**src/sv/deadline_job_timer_table_macros.svh**
```systemverilog
// Assertion macros for the deadline job timer table
`ifndef DEADLINE_JOB_TIMER_TABLE_MACROS_SVH
`define DEADLINE_JOB_TIMER_TABLE_MACROS_SVH

// same-cycle implication, reset masked
`define DJT_ASSERT_NOW(lbl, cond, conseq, msg) \
	lbl: assert property (@(posedge clk) disable iff (!arst_n) (cond) |-> (conseq)) \
		else $error(msg);

// next-cycle implication, reset masked
`define DJT_ASSERT_NEXT(lbl, cond, conseq, msg) \
	lbl: assert property (@(posedge clk) disable iff (!arst_n) (cond) |=> (conseq)) \
		else $error(msg);

`endif

```
**src/sv/djt_pkg.sv**
```systemverilog
// Shared types and constants for the deadline job timer table
`default_nettype none

package djt_pkg;

	localparam int MAX_RESULTS = 16;

	localparam logic [1:0] OP_NEW_TIME = 2'd0;
	localparam logic [1:0] OP_ADD      = 2'd1;
	localparam logic [1:0] OP_REMOVE   = 2'd2;

	typedef struct packed {
		logic [1:0]  opcode;
		logic [31:0] now_seconds;
		logic [3:0]  slot_index;
		logic [23:0] job_period;
		logic        repeats;
	} item_t;

	typedef struct packed {
		logic [3:0] fired_slot;
		logic       last_fired;
	} result_t;

	typedef enum logic [2:0] {
		ST_IDLE,
		ST_DISPATCH,
		ST_SWEEP,
		ST_SCAN,
		ST_DECIDE,
		ST_FLUSH
	} state_t;

	typedef struct packed {
		logic capture;
		logic add_write;
		logic remove;
		logic set_time;
		logic walk_start;
		logic walk;
		logic sweep;
		logic take;
		logic flush;
	} cmd_t;

	typedef struct packed {
		logic is_add;
		logic is_remove;
		logic is_new;
		logic time_eq;
		logic time_back;
		logic walk_last;
		logic best_found;
		logic count_last;
	} sts_t;

endpackage

`default_nettype wire

```
**src/sv/djt_ctrl.sv**
```systemverilog
// Sequencing FSM for the deadline job timer table
`default_nettype none

module djt_ctrl (
	input  wire logic         clk,
	input  wire logic         arst_n,
	input  wire logic         start,
	output logic              busy,
	input  djt_pkg::sts_t     sts,
	output djt_pkg::cmd_t     cmd
);

	djt_pkg::state_t state_q;
	djt_pkg::state_t state_d;

	always_ff @(posedge clk or negedge arst_n) begin
		if (!arst_n) begin
			state_q <= djt_pkg::ST_IDLE;
		end else begin
			state_q <= state_d;
		end
	end

	always_comb begin
		state_d = state_q;
		unique case (state_q)
			djt_pkg::ST_IDLE: begin
				if (start) state_d = djt_pkg::ST_DISPATCH;
			end
			djt_pkg::ST_DISPATCH: begin
				if (sts.is_new && !sts.time_eq) begin
					state_d = sts.time_back ? djt_pkg::ST_SWEEP : djt_pkg::ST_SCAN;
				end else begin
					state_d = djt_pkg::ST_IDLE;
				end
			end
			djt_pkg::ST_SWEEP: begin
				if (sts.walk_last) state_d = djt_pkg::ST_IDLE;
			end
			djt_pkg::ST_SCAN: begin
				if (sts.walk_last) state_d = djt_pkg::ST_DECIDE;
			end
			djt_pkg::ST_DECIDE: begin
				if (!sts.best_found) begin
					state_d = djt_pkg::ST_IDLE;
				end else if (sts.count_last) begin
					state_d = djt_pkg::ST_FLUSH;
				end else begin
					state_d = djt_pkg::ST_SCAN;
				end
			end
			djt_pkg::ST_FLUSH: begin
				state_d = djt_pkg::ST_IDLE;
			end
			default: begin
				state_d = djt_pkg::ST_IDLE;
			end
		endcase
	end

	always_comb begin
		cmd  = '0;
		busy = 1'b1;
		unique case (state_q)
			djt_pkg::ST_IDLE: begin
				busy        = 1'b0;
				cmd.capture = start;
			end
			djt_pkg::ST_DISPATCH: begin
				cmd.add_write  = sts.is_add;
				cmd.remove     = sts.is_remove;
				cmd.set_time   = sts.is_new && !sts.time_eq;
				cmd.walk_start = sts.is_new && !sts.time_eq;
			end
			djt_pkg::ST_SWEEP: begin
				cmd.walk  = 1'b1;
				cmd.sweep = 1'b1;
			end
			djt_pkg::ST_SCAN: begin
				cmd.walk = 1'b1;
			end
			djt_pkg::ST_DECIDE: begin
				cmd.take       = sts.best_found;
				cmd.walk_start = sts.best_found && !sts.count_last;
				cmd.flush      = !sts.best_found;
			end
			djt_pkg::ST_FLUSH: begin
				cmd.flush = 1'b1;
			end
			default: begin
				cmd = '0;
			end
		endcase
	end

endmodule

`default_nettype wire

```
**src/sv/djt_datapath.sv**
```systemverilog
// Slot store, scan comparator and result register for the deadline job timer table
`default_nettype none

module djt_datapath #(
	parameter int SLOTS       = 16,
	parameter int TIME_BITS   = 32,
	parameter int PERIOD_BITS = 24
) (
	input  wire logic          clk,
	input  wire logic          arst_n,
	input  djt_pkg::item_t     item,
	input  djt_pkg::cmd_t      cmd,
	output djt_pkg::sts_t      sts,
	output djt_pkg::result_t   result,
	output logic               strobe
);

	localparam int IW = $clog2(SLOTS);
	localparam int SW = ((TIME_BITS > PERIOD_BITS) ? TIME_BITS : PERIOD_BITS) + 1;
	localparam int CW = $clog2(djt_pkg::MAX_RESULTS);
	localparam logic [IW-1:0] LAST_IDX  = IW'(SLOTS - 1);
	localparam logic [CW-1:0] LAST_CNT  = CW'(djt_pkg::MAX_RESULTS - 1);

	// captured item
	logic [1:0]             op_q;
	logic [TIME_BITS-1:0]   now_q;
	logic [IW-1:0]          idx_q;
	logic                   slot_ok_q;
	logic [PERIOD_BITS-1:0] per_q;
	logic                   rep_q;

	// slot state
	logic [TIME_BITS-1:0]   cur_q;
	logic [SLOTS-1:0]       valid_q;
	logic [SLOTS-1:0]       repeats_q;
	logic [SLOTS-1:0]       picked_q;
	logic [TIME_BITS-1:0]   dl_mem [SLOTS];
	logic [PERIOD_BITS-1:0] pd_mem [SLOTS];

	// walk over the slots
	logic [IW-1:0]          ptr_q;
	logic                   walking_q;
	logic                   rd_s1;
	logic [IW-1:0]          idx_s1;
	logic [TIME_BITS-1:0]   dl_s1;
	logic [PERIOD_BITS-1:0] pd_s1;

	// running minimum
	logic                   best_found_q;
	logic [IW-1:0]          best_idx_q;
	logic [TIME_BITS-1:0]   best_dl_q;
	logic [PERIOD_BITS-1:0] best_pd_q;

	// one result held back until we know whether it is the last
	logic                   pend_q;
	logic [IW-1:0]          pend_idx_q;
	logic [CW-1:0]          count_q;

	logic                   strobe_q;
	djt_pkg::result_t       result_q;

	logic                   rd_en;
	logic                   cand;
	logic                   sweep_rearm;
	logic                   sweep_drop;
	logic [PERIOD_BITS-1:0] per_sel;
	logic [SW-1:0]          sum;
	logic [TIME_BITS-1:0]   sat_dl;
	logic                   dl_we;
	logic [IW-1:0]          dl_wa;
	logic                   pd_we;

	assign rd_en = cmd.walk && walking_q;

	assign cand = cmd.walk && !cmd.sweep && rd_s1 && valid_q[idx_s1] && !picked_q[idx_s1]
		&& (dl_s1 <= cur_q);
	assign sweep_rearm = cmd.walk && cmd.sweep && rd_s1 && valid_q[idx_s1] && repeats_q[idx_s1];
	assign sweep_drop  = cmd.walk && cmd.sweep && rd_s1 && valid_q[idx_s1] && !repeats_q[idx_s1];

	// shared saturating deadline adder; cur_q already holds the new time on a rearm
	always_comb begin
		if (cmd.add_write) begin
			per_sel = per_q;
		end else if (cmd.sweep) begin
			per_sel = pd_s1;
		end else begin
			per_sel = best_pd_q;
		end
		sum    = SW'(cur_q) + SW'(per_sel);
		sat_dl = (|sum[SW-1:TIME_BITS]) ? '1 : sum[TIME_BITS-1:0];
	end

	always_comb begin
		dl_we = 1'b0;
		dl_wa = idx_q;
		pd_we = cmd.add_write && slot_ok_q;
		if (cmd.add_write && slot_ok_q) begin
			dl_we = 1'b1;
		end else if (sweep_rearm) begin
			dl_we = 1'b1;
			dl_wa = idx_s1;
		end else if (cmd.take && repeats_q[best_idx_q]) begin
			dl_we = 1'b1;
			dl_wa = best_idx_q;
		end
	end

	always_ff @(posedge clk) begin
		if (dl_we) dl_mem[dl_wa] <= sat_dl;
		if (rd_en) dl_s1 <= dl_mem[ptr_q];
	end

	always_ff @(posedge clk) begin
		if (pd_we) pd_mem[idx_q] <= per_q;
		if (rd_en) pd_s1 <= pd_mem[ptr_q];
	end

	// item capture and best-slot payload
	always_ff @(posedge clk) begin
		if (cmd.capture) begin
			now_q     <= TIME_BITS'(item.now_seconds);
			idx_q     <= IW'(item.slot_index);
			slot_ok_q <= (32'(item.slot_index) < SLOTS);
			per_q     <= PERIOD_BITS'(item.job_period);
			rep_q     <= item.repeats;
		end
		if (cand && (!best_found_q || (dl_s1 < best_dl_q))) begin
			best_idx_q <= idx_s1;
			best_dl_q  <= dl_s1;
			best_pd_q  <= pd_s1;
		end
		if (cmd.take) pend_idx_q <= best_idx_q;
		result_q.fired_slot <= 4'(pend_idx_q);
		result_q.last_fired <= cmd.flush;
	end

	always_ff @(posedge clk or negedge arst_n) begin
		if (!arst_n) begin
			op_q         <= djt_pkg::OP_NEW_TIME;
			cur_q        <= '0;
			valid_q      <= '0;
			repeats_q    <= '0;
			picked_q     <= '0;
			ptr_q        <= '0;
			walking_q    <= 1'b0;
			rd_s1        <= 1'b0;
			idx_s1       <= '0;
			best_found_q <= 1'b0;
			pend_q       <= 1'b0;
			count_q      <= '0;
			strobe_q     <= 1'b0;
		end else begin
			if (cmd.capture) op_q <= item.opcode;

			if (cmd.add_write && slot_ok_q) begin
				valid_q[idx_q]   <= 1'b1;
				repeats_q[idx_q] <= rep_q;
			end
			if (cmd.remove && slot_ok_q) begin
				valid_q[idx_q]   <= 1'b0;
				repeats_q[idx_q] <= 1'b0;
			end
			if (sweep_drop) valid_q[idx_s1] <= 1'b0;

			if (cmd.set_time) begin
				cur_q    <= now_q;
				picked_q <= '0;
				pend_q   <= 1'b0;
				count_q  <= '0;
			end

			if (cmd.walk_start) begin
				ptr_q        <= '0;
				walking_q    <= 1'b1;
				best_found_q <= 1'b0;
			end else if (rd_en) begin
				ptr_q <= ptr_q + 1'b1;
				if (ptr_q == LAST_IDX) walking_q <= 1'b0;
			end
			rd_s1  <= rd_en;
			idx_s1 <= ptr_q;

			if (cand) best_found_q <= 1'b1;

			if (cmd.take) begin
				picked_q[best_idx_q] <= 1'b1;
				if (!repeats_q[best_idx_q]) valid_q[best_idx_q] <= 1'b0;
				pend_q  <= 1'b1;
				count_q <= count_q + 1'b1;
			end
			if (cmd.flush) pend_q <= 1'b0;

			// the held result goes out once the next scan or a flush settles its last flag
			strobe_q <= (cmd.take || cmd.flush) && pend_q;
		end
	end

	always_comb begin
		sts            = '0;
		sts.is_add     = (op_q == djt_pkg::OP_ADD);
		sts.is_remove  = (op_q == djt_pkg::OP_REMOVE);
		sts.is_new     = (op_q == djt_pkg::OP_NEW_TIME);
		sts.time_eq    = (now_q == cur_q);
		sts.time_back  = (now_q < cur_q);
		sts.walk_last  = rd_s1 && (idx_s1 == LAST_IDX);
		sts.best_found = best_found_q;
		sts.count_last = (count_q == LAST_CNT);
	end

	assign strobe = strobe_q;
	assign result = result_q;

endmodule

`default_nettype wire

```
**src/sv/deadline_job_timer_table.sv**
```systemverilog
// Deadline job timer table: SLOTS timer slots, each armed by an add beat with a deadline
// of the current time plus its interval (saturating), cleared by a remove beat. A new-time
// beat that moves time forward fires every armed slot whose deadline is at or before the
// new time, one result per slot in ascending deadline order (ties to the lower slot), the
// final one flagged by last_fired; periodic slots rearm at the new time plus their interval
// and one-shot slots clear. Time moving backwards rearms periodic slots, drops one-shot
// slots and fires nothing. A beat is taken when start is high and busy low. Add, remove and
// an unchanged time go back to idle straight from dispatch; a backward step makes one sweep
// over the slots; a forward step makes a scan pass per fired slot (at most 16 fire) and,
// if fewer fire, a final pass that finds none, since every result needs a full pass over
// the slot memory through its single read port, one slot a cycle. Results leave through a
// register, each on the result port for one cycle with strobe high, and cannot be held off
// by the receiver; the last one appears in the same cycle as busy falls.
`default_nettype none

module deadline_job_timer_table #(
	parameter int SLOTS       = 16,
	parameter int TIME_BITS   = 32,
	parameter int PERIOD_BITS = 24
) (
	input  wire logic          clk,
	input  wire logic          arst_n,
	input  wire logic          start,
	output logic               busy,
	input  djt_pkg::item_t     item,
	output djt_pkg::result_t   result,
	output logic               strobe
);

`include "deadline_job_timer_table_macros.svh"

	djt_pkg::cmd_t cmd;
	djt_pkg::sts_t sts;

	djt_ctrl u_ctrl (
		.clk    (clk),
		.arst_n (arst_n),
		.start  (start),
		.busy   (busy),
		.sts    (sts),
		.cmd    (cmd)
	);

	djt_datapath #(
		.SLOTS       (SLOTS),
		.TIME_BITS   (TIME_BITS),
		.PERIOD_BITS (PERIOD_BITS)
	) u_datapath (
		.clk    (clk),
		.arst_n (arst_n),
		.item   (item),
		.cmd    (cmd),
		.sts    (sts),
		.result (result),
		.strobe (strobe)
	);

	`DJT_ASSERT_NEXT(a_accept_busy, start && !busy, busy, "accepted beat did not raise busy")
	`DJT_ASSERT_NOW(a_more_busy, strobe && !result.last_fired, busy, "non-final result while idle")
	`DJT_ASSERT_NEXT(a_last_alone, strobe && result.last_fired, !strobe, "result after final one")

endmodule

`default_nettype wire

```
**config.mk**
```make
export PLATFORM = sky130hd
export DESIGN_NAME = deadline_job_timer_table
export DESIGN_NICKNAME = d
export VERILOG_FILES = /design/src/sv/djt_pkg.sv /design/src/sv/djt_ctrl.sv /design/src/sv/djt_datapath.sv /design/src/sv/deadline_job_timer_table.sv
export VERILOG_INCLUDE_DIRS = /design/src /design/src/sv
export SDC_FILE = /design/constraint.sdc
export NUM_CORES = 1
export LEC_CHECK = 0
export ABC_CLOCK_PERIOD_IN_PS = 6900
export BUFFER_PORTS_ARGS = -buffer_cell sky130_fd_sc_hd__clkbuf_2
export CAP_MARGIN = 20
export CORE_MARGIN = 4
export CORE_UTILIZATION = 45
export CTS_CLUSTER_SIZE = 20
export DETAILED_ROUTE_END_ITERATION = 12
export GPL_ROUTABILITY_DRIVEN = 0
export GPL_TIMING_DRIVEN = 0
export SLEW_MARGIN = 25
export SYNTH_ARGS = -nofsm -noshare
export SYNTH_HDL_FRONTEND = slang
export SYNTH_SLANG_ARGS = --single-unit
```
**constraint.sdc**
```tcl
create_clock -name clk -period 6.9 [get_ports clk]
set_input_delay 1.035 -clock clk [delete_from_list [all_inputs] [get_ports clk]]
set_output_delay 1.035 -clock clk [all_outputs]
set_load 0.02 [all_outputs]
```
* Word-level counts from Yosys, hierarchy flattened
Memories as Yosys holds them, arrays and structs flattened. A register that Yosys moved wholly into a read port is not among the register bits. Index checks and enable logic that the tools add are counted.
Storage, ports and cells: register bits 232, bits in writable memories 896, output and inout bits 7, memories kept 2
Operators by class: $add $sub $neg 3, order comparisons 9, bitwise logic cells 9, eq/ne operators 14, reduce and logical (&&, ||, !) cells 38, muxes and demuxes 65
Memories:
- u_datapath.dl_mem | words 16, bits a word 32, rd ports 1, clocked after Yosys merged registers in 1, write ports 1, line djt_datapath.sv:37 | logic [TIME_BITS-1:0] dl_mem [SLOTS];
- u_datapath.pd_mem | words 16, bits a word 24, rd ports 1, clocked after Yosys merged registers in 1, write ports 1, line djt_datapath.sv:38 | logic [PERIOD_BITS-1:0] pd_mem [SLOTS];
Operators by type and width (count):
- 16-bit two-way mux | 9
- 16-bit bitwise AND | 4
- 32-bit < comparator | 2
- 24-bit two-way mux | 2
- 16-bit NOT | 3
- 32-bit by 24-bit adder with 33-bit output | 1
- 32-bit == test | 1
- 32-bit <= comparator | 1
- 32-bit two-way mux | 1
- 16-bit OR | 2
- 1-bit two-way mux | 28
- 4-bit two-way mux | 7
- 3-bit two-way mux | 7
- 1-bit logical AND | 20
- 1-bit binary-select mux with 4-bit select | 4
- 16-bit bitwise mux | 1
- 4-bit by 5-bit < comparator with 1-bit output (second input constant) | 3
- 3-bit case mux with 5 select lines | 1
- 1-bit demux with 4-bit select | 3
- 4-bit == test (second input constant) | 3
- 4-bit by 1-bit >= comparator with 1-bit output (second input constant) | 3
- 4-bit by 1-bit adder with 4-bit output (second input constant) | 2
- 2-bit nonzero test | 4
- 3-bit by 2-bit == test with 1-bit output (second input constant) | 2
- 14 further kinds | 24

* Logic depth before layout (Yosys ltp)
depth after elaboration 13, depth in mapped cells 18

* By module
Synthesis repeated with hierarchy kept, for this count alone.
Second synthesis, totals: cells, all modules 2588, area, all modules 48627.9 um^2
Modules (own cells, without submodules):
- djt_datapath | area an instance 48371.4 um^2, times used 1, cells each 2557, sequential area each 34918.5 um^2
- djt_ctrl | area an instance 256.5 um^2, times used 1, cells each 31, sequential area each 75.1 um^2

* Worst setup path after synthesis
Ideal clock, no wire load.
kind flip-flop to flip-flop, start register u_datapath.dl_s1[18], read port of u_datapath.dl_mem, end register u_datapath.best_dl_q[0] (enable), period minus slack after synthesis 7.280 ns, data required time 6.332 ns, cell stages (with the launch flop) 10, path buffers 0, setup time 0.568 ns, arrival time 6.712 ns, slack -0.380 ns, path through edfxtp_1 ha_1 a21o_1 a221o_1 a21o_1 a221o_1 nor3_1 o21ai_1 a2111o_1 a211oi_1
Between the ends: longest elaborated chain between the ends 3
RTL lines:
- start: declaration | line djt_datapath.sv:45 | logic [TIME_BITS-1:0] dl_s1;
- 32-bit <= comparator / 32-bit < comparator (equally long branches) | line djt_datapath.sv:76, djt_datapath.sv:127
- 1-bit logical AND / 1-bit logical OR (equally long branches) | line djt_datapath.sv:76, djt_datapath.sv:127
- 1-bit logical AND (*) | line djt_datapath.sv:127 | if (cand && (!best_found_q || (dl_s1 < best_dl_q))) begin
- end signal: assignment | line djt_datapath.sv:129 | best_dl_q <= dl_s1;
- end: declaration | line djt_datapath.sv:51 | logic [TIME_BITS-1:0] best_dl_q;
Every way passes the cells marked *; elsewhere a longest branch is shown, timed or not. A chain may end at the register's enable or synchronous reset.

* Worst setup path after layout
start register u_ctrl.state_q[1], end memory u_datapath.dl_mem[14][10], data pin
Between the ends: longest elaborated chain between the ends 6
RTL lines:
- start: declaration | line djt_ctrl.sv:13 | djt_pkg::state_t state_q;
- start signal: assignment | line djt_ctrl.sv:18 | state_q <= djt_pkg::ST_IDLE;
- start signal: assignment | line djt_ctrl.sv:20 | state_q <= state_d;
- 3-bit by 2-bit == test with 1-bit output | line djt_ctrl.sv:64 | unique case (state_q)
- 1-bit two-way mux | line djt_ctrl.sv:64
- 24-bit two-way mux | line djt_datapath.sv:84 | end else if (cmd.sweep) begin
- 24-bit two-way mux (*) | line djt_datapath.sv:82 | if (cmd.add_write) begin
- 32-bit by 24-bit adder with 33-bit output (*) | line djt_datapath.sv:89 | sum = SW'(cur_q) + SW'(per_sel);
- 32-bit two-way mux (*) | line djt_datapath.sv:90 | sat_dl = (|sum[SW-1:TIME_BITS]) ? '1 : sum[TIME_BITS-1:0];
- via u_datapath.sat_dl[10] | line djt_datapath.sv:68 | logic [TIME_BITS-1:0] sat_dl;
- end: declaration | line djt_datapath.sv:37
Mark *: on every way through the listed nets, which the timed path passes. The rest lies on a longest branch.

==> qor.txt <==
I/O pin count - 73
endpoints failing setup - 0
Switch Pwr - 0.00859 W
gr ovfl total - 0
vias post-DR - 25800
largest net degree at the start of global routing - 83
WL/cell - 29.3 um
min-delay worst type - primary input to asynchronous set/reset pin
placed cells - 4083
final wirelength - 126 mm
CTS tree - done
initial DRC count - 3202
fin. max-slew vios - 0
FF+latch count, synth - 1184
Worst-Skew Late Latency - 720 ps
Yosys Warn Count - 0
Syn Area/Cell - 19.2 um^2
TritonRoute pass-1 iters - 5
max cap viols - 0
RSZ-0062 raised after global routing - false
Sequential Power Share - 42.3%
Critical Path Max Stage Delay - 700 ps
internal cell power - 0.0171 W
switching share of total power - 33.4%
Die Ht - 336 um
maximum fanout along the worst path - 16
root buffer cell - clkbuf_16
Place WS - -189 ps
Die W - 336 um
Die Area - 113000 um^2
Worst-Margin Slew - 1090 ps
asr flop ratio synth - 8.61%
Fmax - 150 MHz
starting density of the core - 45.2%
register area share after synthesis - 72.4%
Post-CTS Setup Bufs - 0
CP most frequent cell - buf_2
Port Buf Inserts - 72
largest area contributor in the netlist - edfxtp_1
area growth from synthesis to layout - 16.1%
Post-Syn Area - 48400 um^2
# nets final - 2990
final std cells w/o fill - 4303
critical path, cell by cell - nor2b_1, and2_1, buf_2, clkbuf_2, mux2i_1, o21ai_1, ha_1, a21oi_1, nand2_1, o21ai_0, a21oi_1, o211ai_1, or3_1, buf_2, buf_2, nand2_1
setup_tns - 0 ps
top-count cell post-synth - edfxtp_1
Tmin final - 6660 ps
outcome - completed
Mapped Nets - 2712
number of library cell types mapped by synthesis - 74
Slew HR - 26.3%
cell row count - 120
worst endpoint required time - 7230 ps
Peak VDD IR - 367 uV
endpoint class of the critical path - flip-flop
Pwr Density - 457 nW/um^2
vias in the first global route - 26200
vias per std cell - 6.01
residual DRC count - 0
number of buffers created by CTS - 119
worst reg2reg path depth - 16
Post-synth EDFFs - 1077
skew final - 52.4 ps
clock sink total - 1184
Crit path arrival time - 6990 ps
top-area cell type share of the netlist area - 66.9%
GR Util All Layers - 22.5%
clk slew on worst S/H paths - 60 ps
Clk pwr share - 24.6%
critical setup path kind - flip-flop to flip-flop
total number of H-tree levels - 3
part of the cycle the worst path needs - 96.6%
core footprint - 107000 um^2
post-detail-place hpwl - 88.1 mm
Synth Flop Type - edfxtp_1
leading cell types by count after synthesis - edfxtp_1, mux4_2, nand2_1
Hold Violations, Final - 0
clock tree buffer depth - 3
initial antenna violation count - 3
final worst slack - 236 ps
antenna-violating nets left - 0
Logic pwr share - 33.1%
Worst setup SP type - flip-flop
Crit-path slowest cell - o21ai_1
Pleak - 19.1 nW
Synth area leaders - edfxtp_1, mux4_2, dfrtp_1
share of layout cells above drive strength 1 - 26.7%
first-pass GRT wire length - 183 mm
Mapped Cells - 2523
## power by group through the flow
| stage | Combinational, W | Clock [W] | Sequential [W] |
|---|---|---|---|
| CTS | 0.00847 | 0.00643 | 0.0109 |
| finish | 0.00851 | 0.00631 | 0.0109 |
| floorplan | 0.00556 | 0 | 0.0107 |
| detailed placement | 0.00842 | 0 | 0.0110 |
| global placement | 0.00797 | 0 | 0.0110 |
| global route | 0.00925 | 0.00675 | 0.0109 |
## cell usage in the layout, fill, tap and decap left out, types with 14 or more instances in the layout
cell type  Yosys  final
a21oi_1       63     63
nand3_1       29     29
o21ai_0       87     79
dfrtp_1      102    102
inv_1         77     77
mux2_2        34     34
nand2_1      145    131
clkbuf_2       0     93
o21ai_1        7     14
edfxtp_1    1077   1077
ha_1         122    122
mux4_2       296    296
buf_12         0     14
nand2b_1      21     21
nor2_1        64     36
buf_6          2     14
clkinv_2       0     25
clkbuf_1      65     77
buf_2         16     24
a21o_1        33     33
nand2_2        1     15
clkinv_1       2     20
xor2_1        17     17
nor3_1        21     16
mux2i_1       30     30
nor2_4         0     28
nor2b_1       19     19
buf_4          0     26
nand4_1       25     25
clkbuf_16      0    122
buf_16         0     33
## worst paths after layout
check / startpoint / end / slack [ps]
min reg2reg: u_datapath.pend_idx_q[0]$_DFFE_PP_ / u_datapath.result[1]$_DFF_P_ / 340
max in group asynchronous: arst_n / u_datapath.repeats_q[15]$_DFF_PN0_ / 5950
min in group clk: u_datapath.pend_idx_q[0]$_DFFE_PP_ / u_datapath.result[1]$_DFF_P_ / 340
max reg2reg: u_ctrl.state_q[1]$_DFFE_PN0P_ / u_datapath.dl_mem[14][10]$_DFFE_PP_ / 240
min: arst_n / u_datapath.cur_q[2]$_DFFE_PN0P_ / 210
max: u_ctrl.state_q[1]$_DFFE_PN0P_ / u_datapath.dl_mem[14][10]$_DFFE_PP_ / 240
## cell type report
type                            count  area (um^2)
Clock inverter                     65          602
Inverter                           79          297
Timing Repair Buffer              157         1890
Sequential cell                  1184        35000
Multi-Input combinational cell   1157        12900
Antenna cell                        1         2.50
Tap cell                         1403         1760
Fill cell                        8355        50800
Clock buffer                      154         3190
Buffer                            103          463
## stage by stage
step | total power, W | cell area (um^2) | hold slack [ps] | util (%)
CTS | 0.0258 | 56100 | 164 | 52.5
global route | 0.0269 | 56100 | 200 | 52.5
global placement | 0.0190 | 50500 | 326 | 47.2
finish | 0.0257 | 56100 | 210 | 52.5
floorplan | 0.0163 | 48400 | 323 | -
detailed placement | 0.0194 | 52300 | 327 | 48.9
## cell families (layout without fill, tap and decap cells)
| logic type | count (synthesis) | after routing | synth area share (%) |
|---|---|---|---|
| AO/OA/AOI/OAI | 279 | 279 | 3.67 |
| XOR/XNOR | 26 | 26 | 0.471 |
| adder cells (fa/ha/maj) | 123 | 123 | 3.20 |
| buffers and inverters | 182 | 558 | 1.48 |
| flip-flops | 1184 | 1184 | 72.4 |
| multiplexers | 360 | 360 | 15.2 |
| other | 0 | 1 | 0 |
| AND/OR/NAND/NOR | 369 | 369 | 3.63 |
## critical path, delay by kind of cell, from the launching register on
kind,cells,cell delay (ps)
fa+ha+maj,1,420
simple gates,5,1510
compound gates,5,2220
flops,1,440
buf+inv,4,1510
mux,1,140
## timing repair
action | 4_1_cts | 5_1_grt
hold buffers | 0 | 0
gates resized for setup | 3 | 22
endpoints found under the setup margin | 336 | 441
## state kept, by name, summed over array words and instances (netlist names), 5 cells and up
| name | flops |
|---|---|
| u_datapath.picked_q | 16 |
| u_datapath.now_q | 32 |
| u_datapath.valid_q | 16 |
| u_datapath.repeats_q | 16 |
| u_datapath.dl_mem | 512 |
| u_datapath.result | 5 |
| u_datapath.dl_s1 | 32 |
| u_datapath.pd_s1 | 24 |
| u_datapath.best_pd_q | 24 |
| u_datapath.best_dl_q | 32 |
| u_datapath.per_q | 24 |
| u_datapath.cur_q | 32 |
| u_datapath.pd_mem | 384 |
## routing by layer
layer | global-route usage (%) | vias to the layer above | routed length, um
met4 | 6.49 | 2 | 3260
met5 | 0 | - | 13
met1 | 33.3 | 13700 | 54300
met2 | 34.7 | 1120 | 58700
li1 | - | 10800 | -
met3 | 3.82 | 204 | 9610
No activity file was read; power rests on OpenSTA's default activity.
